--- src/hw/rtl/eul_pkg.sv ---
// shared types, constants and fixed-point helpers for the euler angle to rotation matrix block
package eul_pkg;

    // field and word widths
    localparam int FIELD_W     = 16;
    localparam int IN_FIELDS   = 3;
    localparam int OUT_FIELDS  = 9;
    localparam int IN_DATA_W   = IN_FIELDS * FIELD_W;
    localparam int OUT_DATA_W  = OUT_FIELDS * FIELD_W;

    // angle and fraction formats, defaults for the top level parameters
    localparam int ANGLE_BITS  = 16;
    localparam int FRAC_BITS   = 14;
    localparam int PHASE_BITS  = 32;
    localparam int Q_BITS      = 30;

    // cordic datapath
    localparam int EUL_LANES    = 3;
    localparam int LANE_ROLL    = 0;
    localparam int LANE_PITCH   = 1;
    localparam int LANE_YAW     = 2;
    localparam int DW           = 32;
    localparam int CORDIC_STEPS = 30;
    localparam logic signed [DW-1:0] CORDIC_X0 = 32'sd652032874;

    // atan(2^-i) in units of 2^32 per turn
    localparam logic signed [DW-1:0] ATAN_TURNS [CORDIC_STEPS] = '{
        32'sd536870912, 32'sd316933406, 32'sd167458907, 32'sd85004756,
        32'sd42667331,  32'sd21354465,  32'sd10679838,  32'sd5340245,
        32'sd2670163,   32'sd1335087,   32'sd667544,    32'sd333772,
        32'sd166886,    32'sd83443,     32'sd41722,     32'sd20861,
        32'sd10430,     32'sd5215,      32'sd2608,      32'sd1304,
        32'sd652,       32'sd326,       32'sd163,       32'sd81,
        32'sd41,        32'sd20,        32'sd10,        32'sd5,
        32'sd3,         32'sd1
    };

    // one angle in flight through the cordic chain
    typedef struct packed {
        logic signed [DW-1:0] x;
        logic signed [DW-1:0] y;
        logic signed [DW-1:0] z;
        logic                 flip;
    } t_lane;

    typedef t_lane [EUL_LANES-1:0] t_lanes;

    // sine and cosine of one angle, q30
    typedef struct packed {
        logic signed [DW-1:0] sin;
        logic signed [DW-1:0] cos;
    } t_trig;

    typedef t_trig [EUL_LANES-1:0] t_trigs;

    // q60 product rounded to q30, ties away from zero
    function automatic logic signed [DW-1:0] eul_rnd_q30(input logic signed [2*DW-1:0] p);
        logic [2*DW-1:0] mag;
        logic [2*DW-1:0] m;
        mag = p[2*DW-1] ? 64'(-p) : 64'(p);
        m   = (mag + (64'(1) << (Q_BITS - 1))) >> Q_BITS;
        return p[2*DW-1] ? -$signed(32'(m)) : $signed(32'(m));
    endfunction

    // q30 sum rounded to q(frac), ties away from zero, clamped to unit magnitude
    function automatic logic [FIELD_W-1:0] eul_quant(input logic signed [DW:0] v,
                                                     input int frac);
        logic signed [DW+1:0] vx;
        logic        [DW+1:0] mag;
        logic        [DW+1:0] m;
        logic signed [DW+2:0] r;
        logic signed [DW+2:0] lim;
        int                   qs;
        qs  = Q_BITS - frac;
        vx  = 34'(v);
        mag = vx[DW+1] ? 34'(-vx) : 34'(vx);
        if (qs == 0) begin
            m = mag;
        end else begin
            m = (mag + (34'(1) << (qs - 1))) >> qs;
        end
        r   = vx[DW+1] ? -$signed(35'(m)) : $signed(35'(m));
        lim = $signed(35'(1) << frac);
        if (r > lim) begin
            r = lim;
        end
        if (r < -lim) begin
            r = -lim;
        end
        return r[FIELD_W-1:0];
    endfunction

endpackage

--- src/hw/rtl/eul_unfold.sv ---
// undoes the half-turn fold and registers sine and cosine of each angle
module eul_unfold
    import eul_pkg::*;
(
    input  logic   i_clk,
    input  logic   i_rst_n,
    input  logic   i_valid,
    output logic   o_ready,
    input  t_lanes i_lanes,
    output logic   o_valid,
    input  logic   i_ready,
    output t_trigs o_trigs
);

    logic   r_valid;
    t_trigs r_trigs;
    t_trigs n_trigs;
    logic   w_adv;

    assign w_adv   = ~r_valid | i_ready;
    assign o_ready = w_adv;
    assign o_valid = r_valid;
    assign o_trigs = r_trigs;

    // negate both outputs for folded angles
    always_comb begin
        for (int k = 0; k < EUL_LANES; k++) begin
            n_trigs[k].cos = i_lanes[k].flip ? -i_lanes[k].x : i_lanes[k].x;
            n_trigs[k].sin = i_lanes[k].flip ? -i_lanes[k].y : i_lanes[k].y;
        end
    end

    always_ff @(posedge i_clk) begin
        if (!i_rst_n) begin
            r_valid <= 1'b0;
        end else if (w_adv) begin
            r_valid <= i_valid;
        end
    end

    always_ff @(posedge i_clk) begin
        if (w_adv && i_valid) begin
            r_trigs <= n_trigs;
        end
    end

endmodule

--- config.mk ---
export PLATFORM = sky130hd
export DESIGN_NAME = eul_unfold
export DESIGN_NICKNAME = d
export VERILOG_FILES = /design/src/hw/rtl/eul_pkg.sv /design/src/hw/rtl/eul_unfold.sv
export SDC_FILE = /design/constraint.sdc
export NUM_CORES = 1
export LEC_CHECK = 0
export ABC_AREA = 1
export BUFFER_PORTS_ARGS = -buffer_cell sky130_fd_sc_hd__buf_4
export CAP_MARGIN = 20
export CORE_AREA = 10 10 180 182
export CTS_CLUSTER_DIAMETER = 60
export DETAILED_ROUTE_END_ITERATION = 16
export DIE_AREA = 0 0 190 192
export PLACE_DENSITY = 0.8
export SYNTH_ARGS = -nofsm -noshare
export SYNTH_HDL_FRONTEND = slang
export SYNTH_SLANG_ARGS = --single-unit
--- constraint.sdc ---
create_clock -name i_clk -period 21.2 [get_ports i_clk]
set_clock_uncertainty 0.05 [all_clocks]
set_input_delay 3.18 -clock i_clk [delete_from_list [all_inputs] [get_ports i_clk]]
set_output_delay 3.18 -clock i_clk [all_outputs]
set_load 0.1 [all_outputs]
* Yosys cells after proc, flatten, opt, wreduce, memory -nomap -nowiden *
Cells that the tools add are included.
W data, S select, Z words.

storage, ports and cells
  input bits = 295
  memory bits (writable) = 0
  memories kept = 0
  bits in read-only memories = 0
  output and inout port bits = 194
  register bits = 193
  latch bits = 0

cells by class
  equal/unequal tests = 0
  bitwise logic cells = 2
  add/subtract/negate cells = 6
  multiplexer cells = 6
  order comparisons = 0
  multiply operators = 0
  shift operators = 0
  divide/modulo/power cells = 0
  reductions and logical operators = 1

operator list
  cell                 count
  $mux W32             6
  $neg A32 Y32         6
  $logic_and A1 B1 Y1  1
  $not A1 Y1           1
  $or A1 B1 Y1         1

* Longest topological paths before layout *
  depth in word-level cells = 3
  mapped depth = 9
  mapped depth without buffers = 9

* Least setup slack after synthesis *
No wires, ideal clock.

  path kind = in2reg
  from = in i_valid
  to = reg r_trigs, in the netlist o_trigs[0] (enable)
  arrival = 12.437 ns
  buffers on the path = 0
  cell stages on the path = 2
  path slack = 7.908 ns
  cells stage by stage = inv_1 > a21oi_1

on the way
  longest elaborated chain between the ends = 1

RTL lines
  item                  RTL line          source
  from (decl)           eul_unfold.sv:7   input logic i_valid,
  $logic_and A1 B1 Y1   eul_unfold.sv:42  if (w_adv && i_valid) begin
  to (signal assigned)  eul_unfold.sv:43  r_trigs <= n_trigs;
  to (decl)             eul_unfold.sv:16  t_trigs r_trigs;

Every way passes these cells.
A chain may end at the register's enable or synchronous reset.

* Final worst setup path *
  from = in i_ready
  to = out o_ready

on the way
  longest elaborated chain between the ends = 1

RTL lines
  item          RTL line          source
  from (decl)   eul_unfold.sv:11  input logic i_ready,
  $or A1 B1 Y1  eul_unfold.sv:20  assign w_adv = ~r_valid | i_ready;
  to (decl)     eul_unfold.sv:8   output logic o_ready,

Every way passes these cells.

==> results.md <==
* Placed wire-length estimate at 33.34 mm
* Antenna diodes at 0
* Cell type group with the largest total delay on the critical path: buffers and inverters
* Clock buffers created by TritonCTS at 17
* Net count after synthesis at 1876
* Tightest hold margin at 0.5272 ns
* EDFF count, synth at 192
* Hold buffer count at cts at 0
* Endpoint kind of the worst setup timing path: output port
* Num Clock Sinks at 193
* Relative slew slack at 0.3694
* Worst Setup Slack, final at 14.24 ns
* Power Total at 1.180 mW
* Number of DRC violations after detailed routing at 0
* Max-slew violation count at 0
* Clock network latency to the later pin of the worst-skew pair at 0.44 ns
* Count of unique library cells instantiated by Yosys at 26
* RSZ-0062 raised after global routing: no
* Final cell area excluding filler cells at 15830 sq um
* Cell Rows at 62
* Critical Path Start Type: primary input
* Total negative slack at 0 ns
* Final routed wirelength across all metal layers at 41.04 mm
* Required time of the critical path at 17.97 ns
* Cells along the critical path: buf_4 -> inv_1 -> nand2_1 -> buf_4
* RD Place Congestion at 0.9305
* Resized cells post-CTS at 0
* Max VDD drop at 0.00004243 V
* Number of iterations in the first detailed-routing pass at 7
* Master cell of the clock root buffer: clkbuf_16
* Top cells by area, synth: edfxtp_1, nand2_1, nor2_1
* Setup slack at placement at 14.25 ns
* CTS max path bufs at 2
* Overflow after GRT at 0
* Clock transition time at the flip-flop clock pins of the worst setup and hold paths at 0.07 ns
* Synthesized instance count at 1575
* Async set or reset register ratio after synthesis at 0
* Residual antenna-violating net count after detailed routing at 0
* Vias in the first global route at 11358
* Count of endpoints failing setup in the final report at 0
* Fraction of layout cells with a size suffix above 1 at 0.2409
* DRC marker count from the first detailed-route iteration at 877
* Commonest non-fill, non-tap cells in the layout: nand2_1, buf_4, nor2_1
* Post-Synthesis Cell Area at 11950 sq um
* Fin crit share at 0.3282
* Most instantiated flip-flop cell in the synthesis netlist: edfxtp_1
* Width of the die at 190 um
* Total I/O pin count at 489
* Class of the tightest hold or removal check: reg2reg
* Total via count after detailed routing at 11561
* Most common cell after layout, fill and taps aside: nand2_1
* Total power divided by cell area at 74.57 nW/um^2
* Status: finished, final reports clean
* Critical Path Most Common Cell: buf_4
* Total Nets Final at 2269
* Detailed-route vias per instance at 4.890
* Wire length of the first global-routing pass at 62.35 mm
* Clock tree from TritonCTS: built
* Crit path time final at 6.958 ns
* Highest-delay cell along the critical path: buf_4
* Layout area overhead at 32.48%
* Top-area cell type share of the netlist area at 0.4827
* Die Footprint at 36480 sq um
* Total leakage power at 7.292 nW
* Critical path's largest stage delay at 0.24 ns
* Number of I/O port buffers at 392
* Number of max-capacitance violations reported at 0
* Yosys Warn Count at 0
* Sequential cell area fraction in the yosys report at 0.4843
* Placed cell areas at 15280 sq um
* Initial core utilization at 0.4173
* Die Ht at 192 um
* Classification of the worst setup path: in2out
* Hold Fails Final Rpt at 0
* Wire per inst at 17.36 um
* Initial antenna violation count at 0
* Arrival time of data at the critical path endpoint at 3.73 ns
* Cell accounting for the most synthesized area: edfxtp_1
* Maximum clock frequency at 143.7 MHz
* Total buffers and inverters traversed by the critical path at 3
* CP Max Fanout at 2
* Pin slew with the least headroom to its limit at 0.9459 ns
* Maximum number of pins on one net before global-route repair at 76
* Floorplan Core Area at 28630 sq um
* Mean cell area of the mapped netlist at 7.584 sq um
* Combined global-route utilization of all metal layers at 0.2177
* Post-CTS Repair Setup Buffers at 0
* Register bit total from synthesis at 193
* H-tree depth reported by CTS at 4
-- through the flow --
stage	utilization	std cells
floorplan	-	1575
global placement	0.5339	2333
detailed placement	0.5339	2333
CTS	0.5528	2364
global route	0.5528	2364
finish	0.5528	2364
-- worst paths after layout --
| check | from | endpoint | slack, ns | depth (start not counted) |
|---|---|---|---|---|
| hold / removal | o_valid | o_valid | 0.53 | 2 |
| setup / recovery | i_ready | o_ready | 14.24 | 4 |
| hold reg to reg | o_valid | o_valid | 0.53 | 2 |
| setup reg to reg | o_valid | o_trigs[78] | 18.81 | 3 |
-- flip-flops by register name (all words and copies together), names as in the netlist --
register	flops
o_valid	1
o_trigs	192
-- power breakdown --
group / switching (mW) / internal, mW / total [mW]
registers: 0.00903 / 0.458 / 0.467
clock network: 0.148 / 0.162 / 0.310
logic: 0.311 / 0.0910 / 0.402
total: 0.469 / 0.711 / 1.18
-- worst min-delay path: cells and delay by family, from the launching register on --
| kind | cells | cell delay (ns) |
|---|---|---|
| compound gates | 1 | 0.07 |
| flops | 1 | 0.35 |
| simple gates | 1 | 0.10 |
-- metal layers --
layer  vias up  share of wire  track usage
met5         -              0            0
met4         0          0.033      0.08547
met3        78          0.077      0.05713
met2       437           0.49       0.3770
met1      5254           0.40       0.2520
li1       5792              -            -
-- synthesized netlist by cell type (4+ instances only) --
| master | instances |
|---|---|
| nand2_1 | 582 |
| nor2_1 | 293 |
| edfxtp_1 | 192 |
| inv_1 | 155 |
| nand3_1 | 107 |
| xnor2_1 | 47 |
| o21ai_0 | 43 |
| xor2_1 | 38 |
| nor2_2 | 31 |
| buf_2 | 12 |
| nand2_2 | 10 |
| nand3b_1 | 8 |
| nor2_4 | 8 |
| o211ai_1 | 8 |
| a21oi_1 | 7 |
| buf_4 | 7 |
| o21ai_1 | 7 |
| ha_1 | 6 |
| inv_2 | 4 |
| nand4_1 | 4 |
-- logic make-up (layout without fill, tap and decap cells) --
| logic type | Yosys count | in the layout | synth area share |
|---|---|---|---|
| adder cells (fa/ha/maj) | 6 | 6 | 0.006285 |
| XOR/XNOR | 85 | 85 | 0.06232 |
| flip-flops | 193 | 193 | 0.4843 |
| buffers and inverters | 180 | 585 | 0.06002 |
| AND/OR/NAND/NOR | 1044 | 1044 | 0.3568 |
| AO/OA/AOI/OAI | 67 | 67 | 0.03027 |
-- cell type report --
cell class / instances / area (sq um)
clock buffer: 19 / 432.9
multi-input combinational: 1202 / 5454
fill: 2640 / 12800
timing repair buffer: 395 / 2965
tap: 384 / 480.5
clock inverter: 12 / 110.1
sequential: 193 / 5786
inverter: 159 / 596.8
Power figures use the tool's default switching activity.
