## src/hw/rtl/eul_pkg.sv

```systemverilog
// shared types, constants and fixed-point helpers for the euler angle to rotation matrix block
package eul_pkg;

    // field and word widths
    localparam int FIELD_W     = 16;
    localparam int IN_FIELDS   = 3;
    localparam int OUT_FIELDS  = 9;
    localparam int IN_DATA_W   = IN_FIELDS * FIELD_W;
    localparam int OUT_DATA_W  = OUT_FIELDS * FIELD_W;

    // angle and fraction formats, defaults for the top level parameters
    localparam int ANGLE_BITS  = 16;
    localparam int FRAC_BITS   = 14;
    localparam int PHASE_BITS  = 32;
    localparam int Q_BITS      = 30;

    // cordic datapath
    localparam int EUL_LANES    = 3;
    localparam int LANE_ROLL    = 0;
    localparam int LANE_PITCH   = 1;
    localparam int LANE_YAW     = 2;
    localparam int DW           = 32;
    localparam int CORDIC_STEPS = 30;
    localparam logic signed [DW-1:0] CORDIC_X0 = 32'sd652032874;

    // atan(2^-i) in units of 2^32 per turn
    localparam logic signed [DW-1:0] ATAN_TURNS [CORDIC_STEPS] = '{
        32'sd536870912, 32'sd316933406, 32'sd167458907, 32'sd85004756,
        32'sd42667331,  32'sd21354465,  32'sd10679838,  32'sd5340245,
        32'sd2670163,   32'sd1335087,   32'sd667544,    32'sd333772,
        32'sd166886,    32'sd83443,     32'sd41722,     32'sd20861,
        32'sd10430,     32'sd5215,      32'sd2608,      32'sd1304,
        32'sd652,       32'sd326,       32'sd163,       32'sd81,
        32'sd41,        32'sd20,        32'sd10,        32'sd5,
        32'sd3,         32'sd1
    };

    // one angle in flight through the cordic chain
    typedef struct packed {
        logic signed [DW-1:0] x;
        logic signed [DW-1:0] y;
        logic signed [DW-1:0] z;
        logic                 flip;
    } t_lane;

    typedef t_lane [EUL_LANES-1:0] t_lanes;

    // sine and cosine of one angle, q30
    typedef struct packed {
        logic signed [DW-1:0] sin;
        logic signed [DW-1:0] cos;
    } t_trig;

    typedef t_trig [EUL_LANES-1:0] t_trigs;

    // q60 product rounded to q30, ties away from zero
    function automatic logic signed [DW-1:0] eul_rnd_q30(input logic signed [2*DW-1:0] p);
        logic [2*DW-1:0] mag;
        logic [2*DW-1:0] m;
        mag = p[2*DW-1] ? 64'(-p) : 64'(p);
        m   = (mag + (64'(1) << (Q_BITS - 1))) >> Q_BITS;
        return p[2*DW-1] ? -$signed(32'(m)) : $signed(32'(m));
    endfunction

    // q30 sum rounded to q(frac), ties away from zero, clamped to unit magnitude
    function automatic logic [FIELD_W-1:0] eul_quant(input logic signed [DW:0] v,
                                                     input int frac);
        logic signed [DW+1:0] vx;
        logic        [DW+1:0] mag;
        logic        [DW+1:0] m;
        logic signed [DW+2:0] r;
        logic signed [DW+2:0] lim;
        int                   qs;
        qs  = Q_BITS - frac;
        vx  = 34'(v);
        mag = vx[DW+1] ? 34'(-vx) : 34'(vx);
        if (qs == 0) begin
            m = mag;
        end else begin
            m = (mag + (34'(1) << (qs - 1))) >> qs;
        end
        r   = vx[DW+1] ? -$signed(35'(m)) : $signed(35'(m));
        lim = $signed(35'(1) << frac);
        if (r > lim) begin
            r = lim;
        end
        if (r < -lim) begin
            r = -lim;
        end
        return r[FIELD_W-1:0];
    endfunction

endpackage

```

## src/hw/rtl/eul_cordic_cell.sv

```systemverilog
// one cordic rotation step for all three angle lanes, registered
module eul_cordic_cell
    import eul_pkg::*;
#(
    parameter int STEP = 0
)(
    input  logic   i_clk,
    input  logic   i_rst_n,
    input  logic   i_valid,
    output logic   o_ready,
    input  t_lanes i_lanes,
    output logic   o_valid,
    input  logic   i_ready,
    output t_lanes o_lanes
);

    logic   r_valid;
    t_lanes r_lanes;
    t_lanes n_lanes;
    logic   w_adv;

    assign w_adv   = ~r_valid | i_ready;
    assign o_ready = w_adv;
    assign o_valid = r_valid;
    assign o_lanes = r_lanes;

    // rotate toward zero residual phase, floor shifts
    always_comb begin
        for (int k = 0; k < EUL_LANES; k++) begin
            if (!i_lanes[k].z[DW-1]) begin
                n_lanes[k].x = i_lanes[k].x - (i_lanes[k].y >>> STEP);
                n_lanes[k].y = i_lanes[k].y + (i_lanes[k].x >>> STEP);
                n_lanes[k].z = i_lanes[k].z - ATAN_TURNS[STEP];
            end else begin
                n_lanes[k].x = i_lanes[k].x + (i_lanes[k].y >>> STEP);
                n_lanes[k].y = i_lanes[k].y - (i_lanes[k].x >>> STEP);
                n_lanes[k].z = i_lanes[k].z + ATAN_TURNS[STEP];
            end
            n_lanes[k].flip = i_lanes[k].flip;
        end
    end

    always_ff @(posedge i_clk) begin
        if (!i_rst_n) begin
            r_valid <= 1'b0;
        end else if (w_adv) begin
            r_valid <= i_valid;
        end
    end

    always_ff @(posedge i_clk) begin
        if (w_adv && i_valid) begin
            r_lanes <= n_lanes;
        end
    end

endmodule

```

## config.mk

```make
export PLATFORM = sky130hd
export DESIGN_NAME = eul_cordic_cell
export DESIGN_NICKNAME = d
export VERILOG_FILES = /design/src/hw/rtl/eul_pkg.sv /design/src/hw/rtl/eul_cordic_cell.sv
export SDC_FILE = /design/constraint.sdc
export NUM_CORES = 1
export LEC_CHECK = 0
export BUFFER_PORTS_ARGS = -buffer_cell sky130_fd_sc_hd__buf_2
export CAP_MARGIN = 20
export CORE_ASPECT_RATIO = 0.5
export CORE_UTILIZATION = 45
export CTS_BUF_LIST = sky130_fd_sc_hd__clkbuf_8
export DETAILED_ROUTE_END_ITERATION = 16
export GPL_ROUTABILITY_DRIVEN = 0
export PLACE_DENSITY_LB_ADDON = 0.15
export SLEW_MARGIN = 25
export SYNTH_ARGS = -nofsm -noshare
export SYNTH_HDL_FRONTEND = slang
export SYNTH_SLANG_ARGS = --single-unit
```

## constraint.sdc

```tcl
create_clock -name i_clk -period 15.76 [get_ports i_clk]
set_input_delay 3.152 -clock i_clk [delete_from_list [all_inputs] [get_ports i_clk]]
set_output_delay 3.152 -clock i_clk [all_outputs]
set_load 0.02 [all_outputs]
```

Yosys cells after proc, flatten, opt, wreduce, memory -nomap -nowiden
Cells that the tools add are included.
{"block": "op_classes", "addsub": 15, "mux": 3, "n_bitwise": 2, "reduce_logical": 1}
{"op": "$mux W96", "n": 3}
{"op": "$sub A32 B32 Y32", "n": 6}
{"op": "$add A32 B31 Y32 const B", "n": 3}
{"op": "$add A32 B32 Y32", "n": 3}
{"op": "$sub A32 B31 Y32 const B", "n": 3}
{"op": "$logic_and A1 B1 Y1", "n": 1}
{"op": "$not A1 Y1", "n": 1}
{"op": "$or A1 B1 Y1", "n": 1}
{"block": "totals", "regBits": 292, "inputBits": 295, "out_inout_bits": 293, "word_cells": 34}

Longest topological paths before layout
{"block": "depth", "word_depth": 3, "mapped_depth": 12, "ltp_nobuf": 12}

Worst setup path before layout
No wires, ideal clock.
{"block": "synth_path", "path_type": "input to register", "start": "input port i_ready", "end": "register r_lanes (netlist bit o_lanes[0]), enable pin", "setup_ps": 685, "arrival_time_ps": 9976, "required_time_ps": 15075, "path_slack_ps": 5099, "path_stages": 2, "n_path_buf": 0, "path_cell_list": "nand2b_1 > and2_1"}
{"block": "synth_via", "elab_chain_cells": 2}
{"element": "start, declared", "line_no": "eul_cordic_cell.sv:13", "source": "input logic i_ready,"}
{"element": "$or A1 B1 Y1", "line_no": "eul_cordic_cell.sv:22", "source": "assign w_adv = ~r_valid | i_ready;"}
{"element": "$logic_and A1 B1 Y1", "line_no": "eul_cordic_cell.sv:52", "source": "if (w_adv && i_valid) begin"}
{"element": "end signal, assigned", "line_no": "eul_cordic_cell.sv:53", "source": "r_lanes <= n_lanes;"}
{"element": "end, declared", "line_no": "eul_cordic_cell.sv:18", "source": "t_lanes r_lanes;"}
Every way passes these cells.
A chain may end at the register's enable or synchronous reset.

Worst setup path in the final report
{"block": "layout_path", "start": "input port i_ready", "end": "output port o_ready"}
{"block": "layout_via", "elab_chain_cells": 1}
{"element": "$or A1 B1 Y1", "line_no": "eul_cordic_cell.sv:22"}
{"element": "end, declared", "line_no": "eul_cordic_cell.sv:10", "source": "output logic o_ready,"}
Every way passes these cells.

==> summary.md <==
| Metric | Value |
|---|---|
| Footprint of the multi-input gates | 14,900 µm² |
| Worst EP required | 12.61 ns |
| Syn avg cell area | 8.84 µm² |
| Layout cell share with drive strength beyond 1 | 20.5% |
| Comb pwr share | 35.4% |
| Most frequent cells in the layout | buf_2, a21oi_1, inv_1, edfxtp_1, ha_1 |
| Final Max Tran Viols | 0 |
| Final setup violation count | 0 |
| WL/cell | 19.1 µm |
| DR iter-0 viols | 2,501 |
| Seq pwr share | 36.5% |
| Most frequent CP cell | buf_2 |
| Worst-margin pin slew | 1.05 ns |
| Reg2reg setup slack | 12.56 ns |
| DRT Pass-1 Iters | 12 |
| Most common cell after layout, fill and taps aside | buf_2 |
| Clk_lat worst skew | 0.62 ns |
| Endpoint of the worst hold path | o_valid |
| First-pass GRT wire length | 121,000 µm |
| Antenna violations before repair | 10 |
| Reg2reg path depth | 4 |
| Vias in the first global route | 22,100 |
| Die area | 57,400 µm² |
| Fmax | 0.149 GHz |
| Dpl hpwl | 62,000 µm |
| Finished Cell Area | 29,700 µm² |
| H-tree Lvls | 2 |
| Post-layout power | 2720 µW |
| Synthesized flop and latch total | 289 |
| Area Growth Syn to Fin | 17.2% |
| Largest stage delay, worst path | 0.16 ns |
| Nets | 3,974 |
| Worst EP arrival | 3.56 ns |
| GRT Total Usage | 26.4% |
| Pin count of the biggest net entering global routing | 172 |
| Chip Height | 170 µm |
| Reg area | 8670 µm² |
| FP Rows | 61 |
| # clock sinks | 289 |
| CP bufs+invs | 2 |
| Dpl cell area | 28,700 µm² |
| Leak Pwr | 0.0133 µW |
| Hold slack | 0.534 ns |
| Crit-path leading delay family | buffers and inverters |
| Die W | 338 µm |
| Peak supply drop | 0.0562 mV |
| Initial Util | 45.6% |
| Final Hold Violating Endpoints | 0 |
| Clock Pin Slew Worst Setup and Hold Paths | 0.07 ns |
| CP Max Fanout | 3 |
| Synth Cell Area | 25,400 µm² |
| Seq/Total Area, Yosys | 34.1% |
| Setup Fix Bufs, Post-CTS | 0 |
| Synth top area cells | edfxtp_1, ha_1, a21oi_1, xnor2_1, inv_1 |
| Grt ovf | 0 |
| Worst Hold Launch | o_valid |
| CTS Buffer Depth | 3 |
| # fillers | 5,250 |
| Drt via density | 5.66 |
| Internal power | 1730 µW |
| Critical R2R Launch | o_valid |
| Asr flop ratio synth | 0% |
| Tcrit/Tclk final | 42.6% |
| Psw | 988 µW |
| CTS Buf Count | 47 |
| Slowest stage cell, crit path | buf_2 |
| Finished Layout Cells | 4,188 |
| FF-to-FF End | o_lanes[173] |
| Critical-path cell list | buf_2 -> nand2b_1 -> buf_2 |
| Cts hold-fix bufs | 0 |
| Slew headroom | 30.3% |
| Via count | 23,700 |
| Setup CP Type | in -> out |
| Hold Path Depth | 2 |
| Antenna Nets Post-Route | 0 |
| Outcome | finished clean |
| Synth cell types | 96 |
| EDFF count, synth | 288 |
| Clock share of power | 28.0% |
| Total of max-cap violations | 0 |
| Root Driver | clkbuf_8 |
| Crit. End Element | output pin |
| Cts repair resizes | 0 |
| Detailed Route WL | 80,100 µm |
| Startpoint types | input pin |
| Switching Share | 36.4% |
| RSZ-0062 raised after global routing | false |
| Synth warn | 0 |
| Synth area leader | edfxtp_1 |
| Max Clock Skew | 0.0259 ns |
| DRC violations left | 0 |
| Synth Net Count | 3,461 |
| I/O Pins | 588 |
| Sum Neg Setup Slack | 0 ns |
| Placed Cells incl. Taps | 4,092 |
| Mapped Cells | 2,872 |
| Worst min path class | reg -> reg |
| Number of port buffers | 587 |
| CTS tree | done |
| Period minus WS final | 6.71 ns |
| Placeable Area | 55,600 µm² |
| P per Cell Area | 91.4 nW/µm² |
| Ys flop type | edfxtp_1 |
| Yosys top cell area share | 34.1% |
==> flip-flops by register name (all words and copies together) (netlist names) <==
register	flops
o_valid	1
o_lanes	288
==> cell usage after synthesis (13+ instances only) <==
cell	number
a211oi_1	25
a21o_1	49
a21oi_1	331
a31oi_1	22
buf_1	18
buf_2	23
clkbuf_1	68
edfxtp_1	288
ha_1	282
inv_1	298
mux2i_1	38
nand2_1	142
nand2b_1	30
nand3_1	49
nand4_1	29
nor2_1	269
nor2b_1	41
nor3_1	77
nor4_1	21
o211ai_1	23
o21a_1	22
o21ai_0	179
o21bai_1	48
o31ai_1	32
o41ai_1	13
or3_1	15
xnor2_1	152
xor2_1	30
==> final cells by class <==
type | instances | share of cell area, %
multi-input combinational | 2141 | 50.0
sequential | 289 | 29.1
timing repair buffer | 596 | 10.1
inverter | 310 | 3.91
tap | 756 | 3.18
clock buffer | 53 | 2.45
clock inverter | 33 | 1.09
antenna | 10 | 0.0841
==> worst min-delay path, delay by kind of cell, from the launching register on <==
kind | cells | cell delay [ns]
and+or+nand+nor | 1 | 0.09
DFF | 1 | 0.31
AOI/OAI and AO/OA | 1 | 0.08
==> cell families after synthesis <==
| kind of cell | after synthesis | synth area share [%] |
|---|---|---|
| buffers and inverters | 442 | 7.29 |
| AOI/OAI and AO/OA | 896 | 22.3 |
| xor gates and xnor gates | 182 | 6.28 |
| and+or+nand+nor | 730 | 13.6 |
| adders and majority gates | 294 | 14.8 |
| DFF | 289 | 34.1 |
| muxes | 39 | 1.54 |
==> power groups by stage <==
stage	Clock, µW	Combinational [µW]	Sequential [µW]
after floorplan	0	538	1130
after global placement	0	945	1010
after detailed placement	0	950	1010
after CTS	783	954	993
after global routing	812	1040	1000
final	762	963	992
==> routing by layer <==
layer / GRT usage (%) / wire length (µm) / vias up
met1: 33.7 / 33000 / 11300
li1: - / - / 11300
met5: 0 / 0 / -
met3: 3.46 / 4760 / 167
met2: 45.4 / 39700 / 950
met4: 10.4 / 2670 / 0
==> metrics by stage <==
stage               util [%]  worst slack [ns]
floorplan                  -              5.10
global placement        51.5              9.05
detailed placement      51.5              8.98
CTS                     53.4              9.05
global route            53.5              9.00
finish                  53.5              9.05
==> worst max-delay path by stage <==
| stage | startpoint | end | slack, ns | cells past startpoint |
|---|---|---|---|---|
| finish | i_ready | o_ready | 9.05 | 3 |
| floorplan | i_ready | o_lanes[0] | 5.10 | 2 |
| CTS | i_ready | o_ready | 9.05 | 3 |
| global route | i_ready | o_ready | 9.00 | 3 |
| detailed placement | i_lanes[133] | o_lanes[153] | 8.98 | 11 |
| global placement | i_ready | o_ready | 9.05 | 3 |
Power figures use the tool's default switching activity.
