==> src/hw/rtl/eul_pkg.sv <==
// shared types, constants and fixed-point helpers for the euler angle to rotation matrix block
package eul_pkg;

    // field and word widths
    localparam int FIELD_W     = 16;
    localparam int IN_FIELDS   = 3;
    localparam int OUT_FIELDS  = 9;
    localparam int IN_DATA_W   = IN_FIELDS * FIELD_W;
    localparam int OUT_DATA_W  = OUT_FIELDS * FIELD_W;

    // angle and fraction formats, defaults for the top level parameters
    localparam int ANGLE_BITS  = 16;
    localparam int FRAC_BITS   = 14;
    localparam int PHASE_BITS  = 32;
    localparam int Q_BITS      = 30;

    // cordic datapath
    localparam int EUL_LANES    = 3;
    localparam int LANE_ROLL    = 0;
    localparam int LANE_PITCH   = 1;
    localparam int LANE_YAW     = 2;
    localparam int DW           = 32;
    localparam int CORDIC_STEPS = 30;
    localparam logic signed [DW-1:0] CORDIC_X0 = 32'sd652032874;

    // atan(2^-i) in units of 2^32 per turn
    localparam logic signed [DW-1:0] ATAN_TURNS [CORDIC_STEPS] = '{
        32'sd536870912, 32'sd316933406, 32'sd167458907, 32'sd85004756,
        32'sd42667331,  32'sd21354465,  32'sd10679838,  32'sd5340245,
        32'sd2670163,   32'sd1335087,   32'sd667544,    32'sd333772,
        32'sd166886,    32'sd83443,     32'sd41722,     32'sd20861,
        32'sd10430,     32'sd5215,      32'sd2608,      32'sd1304,
        32'sd652,       32'sd326,       32'sd163,       32'sd81,
        32'sd41,        32'sd20,        32'sd10,        32'sd5,
        32'sd3,         32'sd1
    };

    // one angle in flight through the cordic chain
    typedef struct packed {
        logic signed [DW-1:0] x;
        logic signed [DW-1:0] y;
        logic signed [DW-1:0] z;
        logic                 flip;
    } t_lane;

    typedef t_lane [EUL_LANES-1:0] t_lanes;

    // sine and cosine of one angle, q30
    typedef struct packed {
        logic signed [DW-1:0] sin;
        logic signed [DW-1:0] cos;
    } t_trig;

    typedef t_trig [EUL_LANES-1:0] t_trigs;

    // q60 product rounded to q30, ties away from zero
    function automatic logic signed [DW-1:0] eul_rnd_q30(input logic signed [2*DW-1:0] p);
        logic [2*DW-1:0] mag;
        logic [2*DW-1:0] m;
        mag = p[2*DW-1] ? 64'(-p) : 64'(p);
        m   = (mag + (64'(1) << (Q_BITS - 1))) >> Q_BITS;
        return p[2*DW-1] ? -$signed(32'(m)) : $signed(32'(m));
    endfunction

    // q30 sum rounded to q(frac), ties away from zero, clamped to unit magnitude
    function automatic logic [FIELD_W-1:0] eul_quant(input logic signed [DW:0] v,
                                                     input int frac);
        logic signed [DW+1:0] vx;
        logic        [DW+1:0] mag;
        logic        [DW+1:0] m;
        logic signed [DW+2:0] r;
        logic signed [DW+2:0] lim;
        int                   qs;
        qs  = Q_BITS - frac;
        vx  = 34'(v);
        mag = vx[DW+1] ? 34'(-vx) : 34'(vx);
        if (qs == 0) begin
            m = mag;
        end else begin
            m = (mag + (34'(1) << (qs - 1))) >> qs;
        end
        r   = vx[DW+1] ? -$signed(35'(m)) : $signed(35'(m));
        lim = $signed(35'(1) << frac);
        if (r > lim) begin
            r = lim;
        end
        if (r < -lim) begin
            r = -lim;
        end
        return r[FIELD_W-1:0];
    endfunction

endpackage

==> src/hw/rtl/eul_fold.sv <==
// input stage: turns the three binary angles into folded cordic start values
module eul_fold
    import eul_pkg::*;
#(
    parameter int ANGLE_W = ANGLE_BITS
)(
    input  logic                 i_clk,
    input  logic                 i_rst_n,
    input  logic                 i_valid,
    output logic                 o_ready,
    input  logic [IN_DATA_W-1:0] i_data,
    output logic                 o_valid,
    input  logic                 i_ready,
    output t_lanes               o_lanes
);

    // shift that puts one full turn of the angle at 2^32
    localparam int PH_SHIFT = PHASE_BITS - ANGLE_W;

    logic   r_valid;
    t_lanes r_lanes;
    t_lanes n_lanes;
    logic   w_adv;

    // stage advances when empty or when the next stage takes its content
    assign w_adv   = ~r_valid | i_ready;
    assign o_ready = w_adv;
    assign o_valid = r_valid;
    assign o_lanes = r_lanes;

    // phase from angle, fold second and third quarter by a half turn
    always_comb begin
        logic [PHASE_BITS-1:0] ph;
        logic                  fl;
        n_lanes = r_lanes;
        for (int k = 0; k < EUL_LANES; k++) begin
            ph = 32'($signed(i_data[k*FIELD_W +: FIELD_W])) << PH_SHIFT;
            fl = ph[PHASE_BITS-1] ^ ph[PHASE_BITS-2];
            n_lanes[k].x    = CORDIC_X0;
            n_lanes[k].y    = '0;
            n_lanes[k].z    = $signed({ph[PHASE_BITS-1] ^ fl, ph[PHASE_BITS-2:0]});
            n_lanes[k].flip = fl;
        end
    end

    always_ff @(posedge i_clk) begin
        if (!i_rst_n) begin
            r_valid <= 1'b0;
        end else if (w_adv) begin
            r_valid <= i_valid;
        end
    end

    always_ff @(posedge i_clk) begin
        if (w_adv && i_valid) begin
            r_lanes <= n_lanes;
        end
    end

endmodule

==> config.mk <==
export PLATFORM = sky130hd
export DESIGN_NAME = eul_fold
export DESIGN_NICKNAME = d
export VERILOG_FILES = /design/src/hw/rtl/eul_pkg.sv /design/src/hw/rtl/eul_fold.sv
export SDC_FILE = /design/constraint.sdc
export NUM_CORES = 1
export LEC_CHECK = 0
export BUFFER_PORTS_ARGS = -buffer_cell sky130_fd_sc_hd__buf_2
export CAP_MARGIN = 20
export CORE_AREA = 2 2 133 135
export CTS_BUF_LIST = sky130_fd_sc_hd__clkbuf_4 sky130_fd_sc_hd__clkbuf_8 sky130_fd_sc_hd__clkbuf_16
export DETAILED_ROUTE_END_ITERATION = 12
export DIE_AREA = 0 0 135 137
export PLACE_DENSITY = 0.55
export SKIP_CTS_REPAIR_TIMING = 1
export SYNTH_ARGS = -nofsm -noshare
export SYNTH_HDL_FRONTEND = slang
export SYNTH_SLANG_ARGS = --single-unit
==> constraint.sdc <==
create_clock -name i_clk -period 2.64 [get_ports i_clk]
set_input_delay 0.132 -clock i_clk [delete_from_list [all_inputs] [get_ports i_clk]]
set_output_delay 0.132 -clock i_clk [all_outputs]
set_load 0.03 [all_outputs]
# Word-level counts from Yosys, hierarchy flattened
# Index checks and enable logic that the tools add are counted.
[word_totals]
ff_bits = 52
out_inout_bits = 293
[op_classes]
n_bitwise = 8
reduce_logical = 1
[op_table]
columns = ["cell", "count"]
rows = [
  ["1-bit bitwise XOR", 6],
  ["1-bit logical AND", 1],
  ["1-bit NOT", 1],
  ["1-bit bitwise OR", 1],
]

# Logic depth before layout (Yosys ltp)
# Gate-level depths: netlist (run 1).
[logic_depth]
ltp_word = 3
mapped_depth = 2

# Worst setup path after synthesis (run 1)
# OpenSTA, ideal clock, no wires.
[synth_timing]
path_type = "reg2reg"
start = "reg r_valid (netlist: o_valid)"
end = "reg r_lanes, in the netlist o_lanes[0] (enable)"
setup_ns = 0.372
t_arrival_ns = 1.083
slack_ns = 1.186
stages_incl_launch_ff = 3
cell_sequence = "dfxtp_1 -> nand2b_4 -> and2_4"
[synth_between]
elab_chain_len = 3
[synth_lines]
columns = ["item", "line", "text"]
rows = [
  ["from (decl)", "eul_fold.sv:20", "logic r_valid;"],
  ["from (signal assigned)", "eul_fold.sv:50", "r_valid <= i_valid;"],
  ["1-bit NOT", "eul_fold.sv:26", "assign w_adv = ~r_valid | i_ready;"],
  ["1-bit bitwise OR", "eul_fold.sv:26", ""],
  ["named net o_ready", "eul_fold.sv:10", "output logic o_ready,"],
  ["1-bit logical AND", "eul_fold.sv:55", "if (w_adv && i_valid) begin"],
  ["to (signal assigned)", "eul_fold.sv:56", "r_lanes <= n_lanes;"],
  ["to (decl)", "eul_fold.sv:21", "t_lanes r_lanes;"],
]
# The timed path passes the listed nets, and every way through them passes these cells.
# A chain may end at the register's enable or synchronous reset.

# Worst setup path in the final report (run 1)
[layout_timing]
start = "reg r_valid (netlist: o_valid)"
end = "reg r_lanes, in the netlist o_lanes[119] (enable)"
[layout_between]
elab_chain_len = 3
[layout_lines]
columns = ["item", "line"]
rows = [
  ["1-bit NOT", "eul_fold.sv:26"],
  ["1-bit bitwise OR", "eul_fold.sv:26"],
  ["1-bit logical AND", "eul_fold.sv:55"],
]
# Every way passes these cells.

==> results of run 1 <==
[cell usage in the layout, fill, tap and decap left out]
cell         n
conb_1     240
buf_2      104
edfxtp_1    51
clkbuf_16    5
xor2_1       3
nand2b_4     1
and2_4       1
inv_1        1
a21boi_2     1
clkinv_4     1
clkinv_1     1
bufinv_16    1
dfxtp_1      1
[stage by stage]
stage / utilization [%] / std cells / instance area (um2) / hold slack, ps / setup slack (ps)
finish: 20.44 / 636 / 3486 / 14.89 / 1276
global route: 20.44 / 636 / 3486 / 3.567 / 1225
CTS: 20.44 / 636 / 3486 / 6.366 / 1259
detailed placement: 19.45 / 628 / 3318 / 310.5 / 1271
global placement: 19.45 / 628 / 3318 / 308.3 / 1286
floorplan: - / 542 / 4329 / 230.9 / 1186
[area by class of cell]
class,count,share of cell area [%]
repair buffers,104,14.93
well taps,225,8.076
flip-flops and latches,52,44.51
multi-input cells,246,27.57
clock buffers,5,3.589
clock inverters,3,1.220
inverters,1,0.1077
[critical path: stages, from the launching register on]
cell	delay, ps
dfxtp_1	330
nand2b_4	80
and2_4	550
[flip-flops by register name, indices dropped and copies added, names as in the netlist]
signal,cells
o_valid,1
o_lanes,51
[worst paths after layout]
| kind | from | to | slack, ps | depth (start not counted) |
|---|---|---|---|---|
| min | i_data[17] | o_lanes[115] | 10 | 1 |
| max | o_valid | o_lanes[119] | 1280 | 2 |
| max reg2reg | o_valid | o_lanes[119] | 1280 | 2 |
| min reg2reg | o_valid | o_valid | 500 | 2 |
[routing by layer]
layer / share of wire, % / global-route usage [%] / wire [um] / up-vias
li1: - / - / - / 689
met1: 29 / 3.320 / 1411 / 681
met2: 49 / 7.022 / 2395 / 192
met3: 20 / 1.444 / 964 / 6
met4: 2.7 / 3.646 / 133 / 0
met5: 0 / 0 / 0 / -
[cell families (layout without fill, tap and decap cells)]
kind of cell	Yosys count	in the layout	synth area share, %
buffers and inverters	244	113	52.88
flip-flops	52	52	45.16
XOR/XNOR	3	3	0.7649
other	2	240	0.2186
AND/OR/NAND/NOR	2	2	0.6555
AO/OA/AOI/OAI	1	1	0.3277
[power groups by stage]
stage	Clock [mW]	Combinational, mW	Sequential, mW
3_5_place_dp	0	0.656	0.997
3_3_place_gp	0	0.654	0.997
2_1_floorplan	0	0.742	1.10
4_1_cts	0.737	0.657	0.979
6_report	0.716	0.663	0.978
5_1_grt	0.772	0.696	0.981
==> key figures, run 1 <==
Global routing
  – Vias in the first global route: 986
  – Largest net degree at the start of global routing: between 50 and 60
  – First-pass GRT wire length: 5271 um
  – Initial antenna violation count: 0
  – GRT Total Usage: under 10%
  – Global route overflow: 0

Floorplan
  – Die Y: around 140 um
  – Die Span X: between 100 and 150 um
  – Cell row count: 48
  – Initial core utilization: around a fifth
  – Ports: 345
  – Die Area: around 18000 um2
  – Core area: between 15000 and 20000 um2

Routing
  – Starting DRT DRC Count: 23
  – Via-to-Cell Ratio: between 2 and 2.5
  – DR pass1 iterations: 2
  – DR WL/cell: 7.711 um
  – Via count: roughly 1600
  – DRC Markers: 0
  – Total wire length: 4904 um
  – ANT nets after route: 0

Clock network
  – Clk root buf: clkbuf_16
  – Total CTS buffers: 5
  – CTS tree: yes
  – Clock sinks: 52
  – Worst-Skew Late Latency: approximately 290 ps
  – H-tree depth: 2
  – Clock-pin slew on the worst setup and hold paths: ~60 ps
  – Clock buffer depth: 2

Yosys
  – Cells after Synth: around 300
  – Async SR Flop Fraction: 0%
  – Cell taking the most area after synthesis: buf_4
  – Synth top cells by count: 240 x buf_4, 51 x edfxtp_1, 3 x clkbuf_1, 3 x xor2_1, 2 x conb_1
  – Top cell type's share of synthesized area: 52.44%
  – Cells taking the most area after synthesis: buf_4 52%, edfxtp_1 45%, xor2_1 0.76%
  – Cell variety after synth: 10
  – Ys flop type: edfxtp_1
  – Mean post-synth cell area: approximately 11 um2
  – Register bit count reported by yosys: 52
  – Ys Warns: 0
  – Syn Std Cell Area: roughly 3400 um2
  – Sequential share of the synthesized area: between 40 and 50%
  – Number of synthesized flops with an enable pin: 51
  – Most frequent cell after synthesis: buf_4

Setup path
  – Critical path arrival: approximately 1300 ps
  – Worst endpoint required time: around 2600 ps
  – CP Class: reg -> reg
  – Max FO, Critical Path: 51
  – Kind of end point of the critical path: flop
  – Setup crit start kind: flop

STA
  – Period Utilization, post-route: 51.67%
  – Max-slew headroom: 57.17%
  – Unrepaired setup endpoints after global routing: no
  – Achievable Freq: 733.2 MHz
  – Setup-failing EPs final: 0
  – Minimum clock period: approximately 1400 ps
  – Hold Vio Cnt, Final: 0
  – Setup TNS: 0 ps
  – Clock skew: 3.071 ps
  – Worst Tran Pin Value: between 600 and 700 ps
  – Final Max Tran Viols: 0

Final layout
  – Antenna diodes: 0
  – Layout area overhead: 1.457%
  – Area occupied by multi-input gates: 960.9 um2
  – Final #Nets: 462
  – Fillers: 1907
  – Flip-flop and latch area: around 1600 um2
  – Share of layout cells above drive strength 1: about 28%

Power
  – P_leak: approximately 1.8 nW
  – Peak supply drop: between 0.4 and 0.5 mV
  – Pint: 1.474 mW
  – Comb pwr share: 28.1%
  – Switching Share: between 30% and 40%
  – Net load switching power: between 800 and 900 uW
  – Sequential share of power: around two fifths
  – Tot Pwr: roughly 2.4 mW
  – Pwr Density: about 680 nW/um2
  – Clock share of power: 30.4%

Flow run
  – Max-Cap Viols: 0

Run status
  – Status: complete, no violations

Min path
  – HP Class: in -> reg

Placed design
  – Routability congestion estimate: 0.6624
  – PortBufs: ~100
  – Dpl hpwl: 4135 um
(Power assumes the default switching activity.)
==> run 2: changes to the inputs <==
--- a/config.mk
+++ b/config.mk
@@ -7,11 +7,11 @@
 export LEC_CHECK = 0
 export BUFFER_PORTS_ARGS = -buffer_cell sky130_fd_sc_hd__buf_2
 export CAP_MARGIN = 20
-export CORE_AREA = 2 2 133 135
+export CORE_AREA = 2 2 135 137
 export CTS_BUF_LIST = sky130_fd_sc_hd__clkbuf_4 sky130_fd_sc_hd__clkbuf_8 sky130_fd_sc_hd__clkbuf_16
 export DETAILED_ROUTE_END_ITERATION = 12
-export DIE_AREA = 0 0 135 137
-export PLACE_DENSITY = 0.55
+export DIE_AREA = 0 0 137 139
+export PLACE_DENSITY = 0.54
 export SKIP_CTS_REPAIR_TIMING = 1
 export SYNTH_ARGS = -nofsm -noshare
 export SYNTH_HDL_FRONTEND = slang
==> constraint.sdc (replaced) <==
create_clock -name i_clk -period 1.4 [get_ports i_clk]
set_input_delay 0.07 -clock i_clk [delete_from_list [all_inputs] [get_ports i_clk]]
set_output_delay 0.07 -clock i_clk [all_outputs]
set_load 0.03 [all_outputs]
==> run 2 against run 1 <==
  * The flow now finishes with violations (negative hold slack)
  * Clock power up 93%
  * Die area up 3.0%
  * Utilization up 2.0 points
==> key figures, run 2 (synthesis results as in run 1) <==
Run status
  – Status: finished, violations left
  – Failing checks: negative hold slack

Clock network
  – H-tree depth: 2
  – Clock buffer depth: 2
  – Clock-pin slew on the worst setup and hold paths: about 60 ps
  – CTS tree: yes
  – Worst-Skew Late Latency: between 200 and 300 ps
  – Clock sinks: 52
  – Clk root buf: clkbuf_16
  – Total CTS buffers: 5

Routing
  – Starting DRT DRC Count: 31
  – DR WL/cell: just under 8 um
  – DR pass1 iterations: 3
  – Via-to-Cell Ratio: between 2 and 3
  – Total wire length: between 5000 and 6000 um
  – Via count: between 1500 and 2000
  – ANT nets after route: 0
  – DRC Markers: 0

STA
  – Setup-failing EPs final: 0
  – WHS: -2.081 ps
  – Setup TNS: 0 ps
  – Period Utilization, post-route: about four fifths
  – Hold Vio Cnt, Final: 2
  – Final Max Tran Viols: 0
  – Unrepaired setup endpoints after global routing: no
  – Minimum clock period: around 1100 ps
  – Achievable Freq: around 880 MHz
  – Clock skew: ~4.8 ps

Floorplan
  – Cell row count: around 50
  – Die Y: ~140 um
  – Core area: between 15000 and 20000 um2
  – Initial core utilization: roughly 19%
  – Die Span X: between 100 and 150 um
  – Die Area: between 15000 and 20000 um2
  – Ports: around 350

Final layout
  – Layout area overhead: 15.15%
  – Fillers: roughly 1900
  – Share of layout cells above drive strength 1: around a quarter
  – Most frequent cells in the layout: 240 x conb_1, 104 x buf_2, 51 x edfxtp_1
  – Max FFs per register: between 50 and 60
  – Final #Nets: about 500
  – Leading cell type in the layout, fill and taps excluded: conb_1
  – Antenna diodes: 0

Min path
  – Min-delay src: i_data[46]
  – HP Class: in -> reg

Global routing
  – Global route overflow: 0
  – GRT Total Usage: under 10%
  – Largest net degree at the start of global routing: 25
  – Vias in the first global route: between 1000 and 1500
  – Initial antenna violation count: 0
  – First-pass GRT wire length: roughly 5600 um

Setup path
  – Setup crit start kind: flop
  – Max FO, Critical Path: 24
  – Kind of end point of the critical path: flop
  – Crit path from: o_valid
  – Register-to-Register Path Depth: 3
  – Crit path capture: o_lanes[212]
  – Worst endpoint required time: around 1400 ps
  – Critical path arrival: roughly 1100 ps
  – R2R Setup Slk: roughly 270 ps
  – CP Class: reg -> reg
  – Capturing point of the worst reg2reg path: o_lanes[212]
  – Critical R2R Launch: o_valid

Power
  – P_leak: 1.996 nW
  – Peak supply drop: ~1.3 mV
  – Pwr Density: around 1200 nW/um2
  – Tot Pwr: 4.585 mW

Placed design
  – Routability congestion estimate: around 0.66
  – PortBufs: around 100
  – Dpl hpwl: about 4200 um

Flow run
  – Max-Cap Viols: 0
run 2: worst min-delay path by stage:
stage	endpoint	slack, ps	cells past startpoint
after global placement	o_lanes[219]	250	1
after CTS	o_lanes[213]	-50	1
after global routing	o_lanes[32]	7	1
after floorplan	o_lanes[114]	170	0
after detailed placement	o_lanes[220]	250	1
final	o_lanes[225]	-2	1
run 2: area by class of cell:
cell class | count | area (um2) | share of cell area (%)
clock buffers | 5 | 125.1 | 3.163
clock inverters | 3 | 46.29 | 1.170
inverters | 1 | 3.754 | 0.09488
multi-input cells | 246 | 960.9 | 24.29
flip-flops and latches | 52 | 1553 | 39.25
well taps | 229 | 286.5 | 7.242
repair buffers | 148 | 980.9 | 24.79
run 2: worst max-delay path: stages (launching register included):
cell	delay (ps)
dfxtp_2	330
nand2b_4	70
and2_4	230
buf_12	200
run 2: power breakdown:
part           total [mW]  internal [mW]  switching (mW)
logic                1.36          0.209            1.15
clock network        1.38          0.849           0.530
registers            1.84           1.82          0.0239
total                4.59           2.88            1.71
run 2: stage by stage:
step	cell area (um2)	cells	utilization, %	setup WS, ps	hold WS, ps
2_1_floorplan	4330	542	-	25.64	168.9
3_3_place_gp	3364	634	19.05	272.8	246.9
3_5_place_dp	3364	634	19.05	266.4	248.8
4_1_cts	3536	642	20.03	254.6	-53.98
5_1_grt	3956	684	22.41	222.1	6.746
6_report	3956	684	22.41	267.9	-2.081
run 2: metal layers:
metal / track usage, % / up-vias / wire length (um)
li1: - / 779 / -
met1: 3.535 / 753 / 1746
met2: 6.913 / 195 / 2598
met3: 1.206 / 5 / 959
met4: 3.093 / 0 / 122
met5: 0 / - / 0
==> run 3: changes to the inputs <==
--- a/config.mk
+++ b/config.mk
@@ -7,11 +7,11 @@
 export LEC_CHECK = 0
 export BUFFER_PORTS_ARGS = -buffer_cell sky130_fd_sc_hd__buf_2
 export CAP_MARGIN = 20
-export CORE_AREA = 2 2 135 137
+export CORE_AREA = 2 2 133 135
 export CTS_BUF_LIST = sky130_fd_sc_hd__clkbuf_4 sky130_fd_sc_hd__clkbuf_8 sky130_fd_sc_hd__clkbuf_16
 export DETAILED_ROUTE_END_ITERATION = 12
-export DIE_AREA = 0 0 137 139
-export PLACE_DENSITY = 0.54
+export DIE_AREA = 0 0 135 137
+export PLACE_DENSITY = 0.57
 export SKIP_CTS_REPAIR_TIMING = 1
 export SYNTH_ARGS = -nofsm -noshare
 export SYNTH_HDL_FRONTEND = slang
==> constraint.sdc (replaced) <==
create_clock -name i_clk -period 1 [get_ports i_clk]
set_input_delay 0.05 -clock i_clk [delete_from_list [all_inputs] [get_ports i_clk]]
set_output_delay 0.05 -clock i_clk [all_outputs]
set_load 0.03 [all_outputs]
==> run 3 against run 2 <==
  * The run ends with negative hold slack, negative setup slack left
  * Sequential share of layout area fell by 0.42 points
  * Die area fell by 2.9%
  * Routed wire length rose by 4.9%
  * Utilization rose by 1.1 points
  * Largest power group unchanged
  * First-iteration DRC count fell by 52%
  * Cell count rose by 0.58%
  * Clock skew fell by 1.2 ps
==> key figures, run 3 (synthesis results as in run 1) <==
Setup path
  – Setup crit start kind: flop
  – Top delay family on crit path: flip-flops
  – Max FO, Critical Path: 6
  – WP buf/inv: 1
  – CP peak stage delay: between 300 and 400 ps
  – Worst endpoint required time: 1000 ps
  – R2R Setup Slk: -60 ps
  – Critical path arrival: around 1100 ps
  – Kind of end point of the critical path: flop
  – CP Class: reg -> reg
  – CP max stage cell: dfxtp_4
  – Worst path cell trace: nand2b_4, and2_4, buf_4

Final layout
  – Max FFs per register: just over 50
  – Cell area after layout: roughly 4000 um2
  – Antenna diodes: 0
  – Share of layout cells above drive strength 1: 26.57%
  – Leading cell type in the layout, fill and taps excluded: conb_1
  – Final #Nets: roughly 510
  – Final Util: between 20% and 30%
  – Fillers: 1847
  – Layout area overhead: 16.57%
  – Most frequent cells in the layout: 240 x conb_1, 103 x buf_2, 51 x edfxtp_1

Power
  – Pwr Density: roughly 1500 nW/um2
  – Peak supply drop: about 1.2 mV
  – Tot Pwr: between 6 and 7 mW
  – P_leak: 2.026 nW

Routing
  – DR WL/cell: between 8 and 9 um
  – DR pass1 iterations: 4
  – Via-to-Cell Ratio: 2.542
  – DRC Markers: 0
  – Total wire length: 5692 um
  – Starting DRT DRC Count: 15
  – ANT nets after route: 0
  – Via count: roughly 1700

STA
  – Setup-failing EPs final: 52
  – Unrepaired setup endpoints after global routing: yes
  – Minimum clock period: about 1100 ps
  – Hold Vio Cnt, Final: 1
  – Achievable Freq: 946.3 MHz
  – Final Max Tran Viols: 0
  – Clock skew: about 3.6 ps
  – WHS: -1.415 ps
  – Period Utilization, post-route: 105.7%
  – Final setup margin: -56.74 ps

Placed design
  – DP Area: about 3400 um2
  – PortBufs: approximately 100
  – Routability congestion estimate: 0.6794
  – Dpl hpwl: approximately 4500 um

Global routing
  – First-pass GRT wire length: around 5400 um
  – Largest net degree at the start of global routing: 17
  – Initial antenna violation count: 0
  – Global route overflow: 0
  – Vias in the first global route: around 1100
  – GRT Total Usage: 4.106%

Floorplan
  – Cell row count: 48
  – Die Span X: 135 um
  – Core area: ~17000 um2
  – Initial core utilization: between 20% and 30%
  – Die Y: ~140 um
  – Die Area: 18500 um2
  – Ports: around 350

Run status
  – Status: finished, violations left
  – Failing checks: negative hold slack, negative setup slack

Min path
  – HP Class: in -> reg

Clock network
  – Clock buffer depth: 2
  – H-tree depth: 2
  – CTS tree: yes
  – Worst-Skew Late Latency: 290 ps
  – Clk root buf: clkbuf_16
  – Total CTS buffers: 5
  – Clock sinks: 52
  – Clock-pin slew on the worst setup and hold paths: roughly 60 ps

Flow run
  – Max-Cap Viols: 0
-- run 3: worst paths after layout --
path,start,end,depth (start not counted)
setup / recovery,o_valid,o_lanes[194],3
hold / removal,i_rst_n,o_valid,2
setup reg to reg,o_valid,o_lanes[194],3
hold reg to reg,o_valid,o_valid,3
-- run 3: metrics by stage --
step,instances,TNS (ps),setup slack [ps]
detailed placement,635,-2829,-63.99
global route,688,-3979,-86.41
floorplan,542,-18550,-363.8
CTS,643,-3386,-87.80
global placement,635,-2095,-46.51
finish,688,-2512,-56.74
-- run 3: power by group --
group          leakage (nW)  total, mW  internal (mW)  switching, mW
sequential            0.502       2.58           2.55         0.0326
combinational          1.45       1.94          0.318           1.62
clock                0.0705       1.65          0.958          0.692
-- run 3: worst register-to-register path, cell delays in order (launching register included) --
cell,delay [ps]
dfxtp_4,350
nand2b_4,60
and2_4,200
buf_4,170
-- run 3: metal layers --
| layer | wire (um) | GRT usage, % | up-vias | part of all wire (%) |
|---|---|---|---|---|
| met3 | 953 | 1.370 | 6 | 17 |
| met4 | 158 | 3.993 | 0 | 2.8 |
| met2 | 2939 | 7.360 | 193 | 52 |
| met1 | 1640 | 3.544 | 756 | 29 |
| li1 | - | - | 794 | - |
| met5 | 0 | 0 | - | 0 |
-- run 3: cell type report --
| class | instances | area (um2) | share of cell area [%] |
|---|---|---|---|
| clock inverters | 2 | 16.27 | 0.4061 |
| inverters | 1 | 3.754 | 0.09372 |
| repair buffers | 156 | 1055 | 26.34 |
| clock buffers | 6 | 132.6 | 3.311 |
| flip-flops and latches | 52 | 1555 | 38.83 |
| multi-input cells | 246 | 960.9 | 23.99 |
| well taps | 225 | 281.5 | 7.029 |
